==> config.mk <==
export PLATFORM = sky130hd
export DESIGN_NAME = cctd_clause_buf
export DESIGN_NICKNAME = d
export VERILOG_FILES = /design/src/hdl/cctd_clause_buf.sv
export SDC_FILE = /design/constraint.sdc
export NUM_CORES = 1
export LEC_CHECK = 0
export BUFFER_PORTS_ARGS = -buffer_cell sky130_fd_sc_hd__buf_2
export CORE_MARGIN = 2
export CORE_UTILIZATION = 30
export CTS_BUF_LIST = sky130_fd_sc_hd__clkbuf_8
export DETAILED_ROUTE_END_ITERATION = 7
export GPL_ROUTABILITY_DRIVEN = 0
export GPL_TIMING_DRIVEN = 0
export MAX_ROUTING_LAYER = met4
export PLACE_DENSITY_LB_ADDON = 0.12
export SLEW_MARGIN = 20
export SYNTH_ARGS = -nofsm -noshare
export SYNTH_HDL_FRONTEND = slang
export SYNTH_SLANG_ARGS = --single-unit
==> constraint.sdc <==
create_clock -name i_clk -period 2.9 [get_ports i_clk]
set_clock_uncertainty 0.05 [all_clocks]
set_input_delay 0.58 -clock i_clk [delete_from_list [all_inputs] [get_ports i_clk]]
set_output_delay 0.58 -clock i_clk [all_outputs]
set_load 0.01 [all_outputs]
==> src/hdl/cctd_clause_buf.sv <==
// Clause buffer: kept literals of the open clause, one write and one
// registered read port. Standalone; used by the top level.
module cctd_clause_buf #(
    parameter int DEPTH = 32,
    parameter int AW    = 5,
    parameter int DW    = 12
) (
    input  logic          i_clk,
    input  logic          i_wr_en,
    input  logic [AW-1:0] i_wr_addr,
    input  logic [DW-1:0] i_wr_data,
    input  logic [AW-1:0] i_rd_addr,
    output logic [DW-1:0] o_rd_data
);

    logic [DW-1:0] r_mem [DEPTH];
    logic [DW-1:0] r_rd;

    always_ff @(posedge i_clk) begin
        if (i_wr_en) begin
            r_mem[i_wr_addr] <= i_wr_data;
        end
    end

    // read every cycle; the addressed word is registered onto o_rd_data
    always_ff @(posedge i_clk) begin
        r_rd <= r_mem[i_rd_addr];
    end

    assign o_rd_data = r_rd;

endmodule

==> qor.yml <==
status: "finished, final reports clean"
cts_root_buffer: "clkbuf_8"
ys_seq_elements: 396
die_h_um: 231
drt_iter0_drc: 655
wl_mm: 42.6
total_leakage_power_nw: 6.22
period_share: 0.827
cts_buffer_depth: 3
nets: 1001
mappedNetlistArea_sq_um: 15500
drive_gt1_frac: 0.194
ff_latch_area_sq_um: 11800
post_drt_wl_per_cell_um: 25.0
mostFrequentLayoutCells: "384 x edfxtp_1, 192 x mux2i_1, 80 x clkbuf_8"
criticalPathCategory: "input pin to flop"
rows: 83
holdCritPathClass: "input pin to flop"
clkPwrFrac: 0.405
seqPwrFrac: 0.533
vdd_drop_max_v: 0.000258
final_cells: 1703
clk_latency_ps: 620
synth_top_area_cell: "edfxtp_1"
post_cts_buffers: 0
first_global_vias: 8255
ctsHoldBuffers: 0
ys_types: 26
synth_cells: 868
setup_violations: 0
clock_sinks: 396
drtAntennaViolNets: 0
path_max_fanout: 10
crit_required_ps: 3310
n_fill_cell: 4941
cts_resized: 0
maxCapViolCount: 0
pwr-share-comb: 0.061
drc: 0
diodes: 0
dp.final_hpwl_mm: 26.6
final_common_cell: "edfxtp_1"
core-area_sq_um: 51100
cts_tree: "built"
die_w_um: 231
place_ws_ps: -106
timing.final.ws_setup_ps: 500
switching_share: 0.233
numCtsBuffers: 71
htreeDepth: 3
synth.area.top_cells: "edfxtp_1 75%, mux2i_1 12%, a22oi_1 2.3%"
multiInputGateArea_sq_um: 3360
start_util: 0.303
synth_warnings: 0
via_count: 8148
arrival_ps: 2810
grt_max_degree: 33
worst_slew_pin_slew_ps: 1080
final_hold_viol_count: 0
via_per_inst: 4.78
synthToLayoutAreaGrowth_pct: 15.7
fin_crit_ps: 2400
cts.reportedPaths.clkPinSlew_ps: 60
seq_area_frac_synth: 0.761
port_buffers: 34
maxSlewViolCount: 0
p_int_mw: 9.18
ios: 36
grt_use_total: 0.166
place_area_sq_um: 16600
cp-end-kind: "flop"
stdcell_area_sq_um: 17900
p_per_area_nw_per_um2: 669
synth.net_count: 892
rsz0062_at_grt: "no"
first_pass_iters: 5
ff2ff_setup_slack_ps: 1100
p_sw_mw: 2.79
syn-mean-instance-area_sq_um: 17.8
max-slew-margin-rel: 0.274
yosysTopAreaCellShare: 0.745
die_area_sq_um: 53400
final_core_util: 0.350
start_kind: "input pin"
dp.cells: 1584
fmax_ghz: 0.417
grt_overflow: 0
grt_pass1_wl_mm: 60.3
antenna_found_initial: 1
area by class of cell:
class / count / share of cell area
clock inverter: 39 / 0.0107
timing repair buffer: 36 / 0.0112
multi-input combinational: 424 / 0.188
clock buffer: 80 / 0.0615
tap: 680 / 0.0476
buffer: 48 / 0.0232
sequential: 396 / 0.658
metal layers:
layer | up-vias | part of all wire | track usage
met4 | 0 | 0.018 | 0.0409
li1 | 3678 | - | -
met3 | 63 | 0.045 | 0.0328
met1 | 4196 | 0.49 | 0.236
met2 | 211 | 0.44 | 0.244
met5 | - | 0 | -
worst paths after layout:
| kind | start | endpoint | cells past startpoint |
|---|---|---|---|
| max reg2reg | r_mem[7][5]$_DFFE_PP_ | o_rd_data[5]$_DFF_P_ | 5 |
| max | i_rd_addr[1] | o_rd_data[4]$_DFF_P_ | 7 |
| min reg2reg | r_mem[10][4]$_DFFE_PP_ | o_rd_data[4]$_DFF_P_ | 4 |
| min | i_rd_addr[3] | o_rd_data[11]$_DFF_P_ | 3 |
critical path, stage by stage:
cell      delay (ps)
buf_2            140
nor2_1           190
clkbuf_1         760
buf_2            350
nand2_1          100
a31oi_1          540
nand3_1          130
kinds of logic (layout without fill, tap and decap cells):
| family | Yosys count | after routing | synth area share |
|---|---|---|---|
| AND/OR/NAND/NOR | 124 | 124 | 0.0384 |
| multiplexers | 192 | 192 | 0.124 |
| buffers and inverters | 48 | 203 | 0.0269 |
| AO/OA/AOI/OAI | 108 | 108 | 0.0495 |
| flip-flops | 396 | 396 | 0.761 |
per-stage QoR:
| step | hold slack [ps] | total power, mW | TNS, ps |
|---|---|---|---|
| 2_1_floorplan | 503 | 6.88 | 0 |
| 3_3_place_gp | 598 | 7.24 | -15480 |
| 3_5_place_dp | 617 | 7.25 | -3200 |
| 4_1_cts | 341 | 12.1 | 0 |
| 5_1_grt | 387 | 12.4 | 0 |
| 6_report | 398 | 12.0 | 0 |
state kept, by name (all words and copies together), names as in the netlist:
signal	count
o_rd_data	12
r_mem	384
power by group through the flow:
stage	logic [mW]	clock network [mW]	registers, mW
after floorplan	0.362	0	6.51
after global placement	0.734	0	6.50
after detailed placement	0.742	0	6.50
after CTS	0.743	5.00	6.39
after global routing	0.784	5.23	6.39
final	0.733	4.85	6.39
Yosys cell counts (all sizes together):
library cell and n:
edfxtp 384, mux2i 192, a22oi 48, buf 38, nor2 34, nand3 26, nand2 25, a21oi 24
a22o 24, a31oi 12, dfxtp 12, nand4 12, nor3 12, clkbuf 10, nand3b 5, or3b 3
nand2b 2, nor2b 2, and2 1, or2 1, or3 1
No activity file was read; power rests on OpenSTA's default activity.
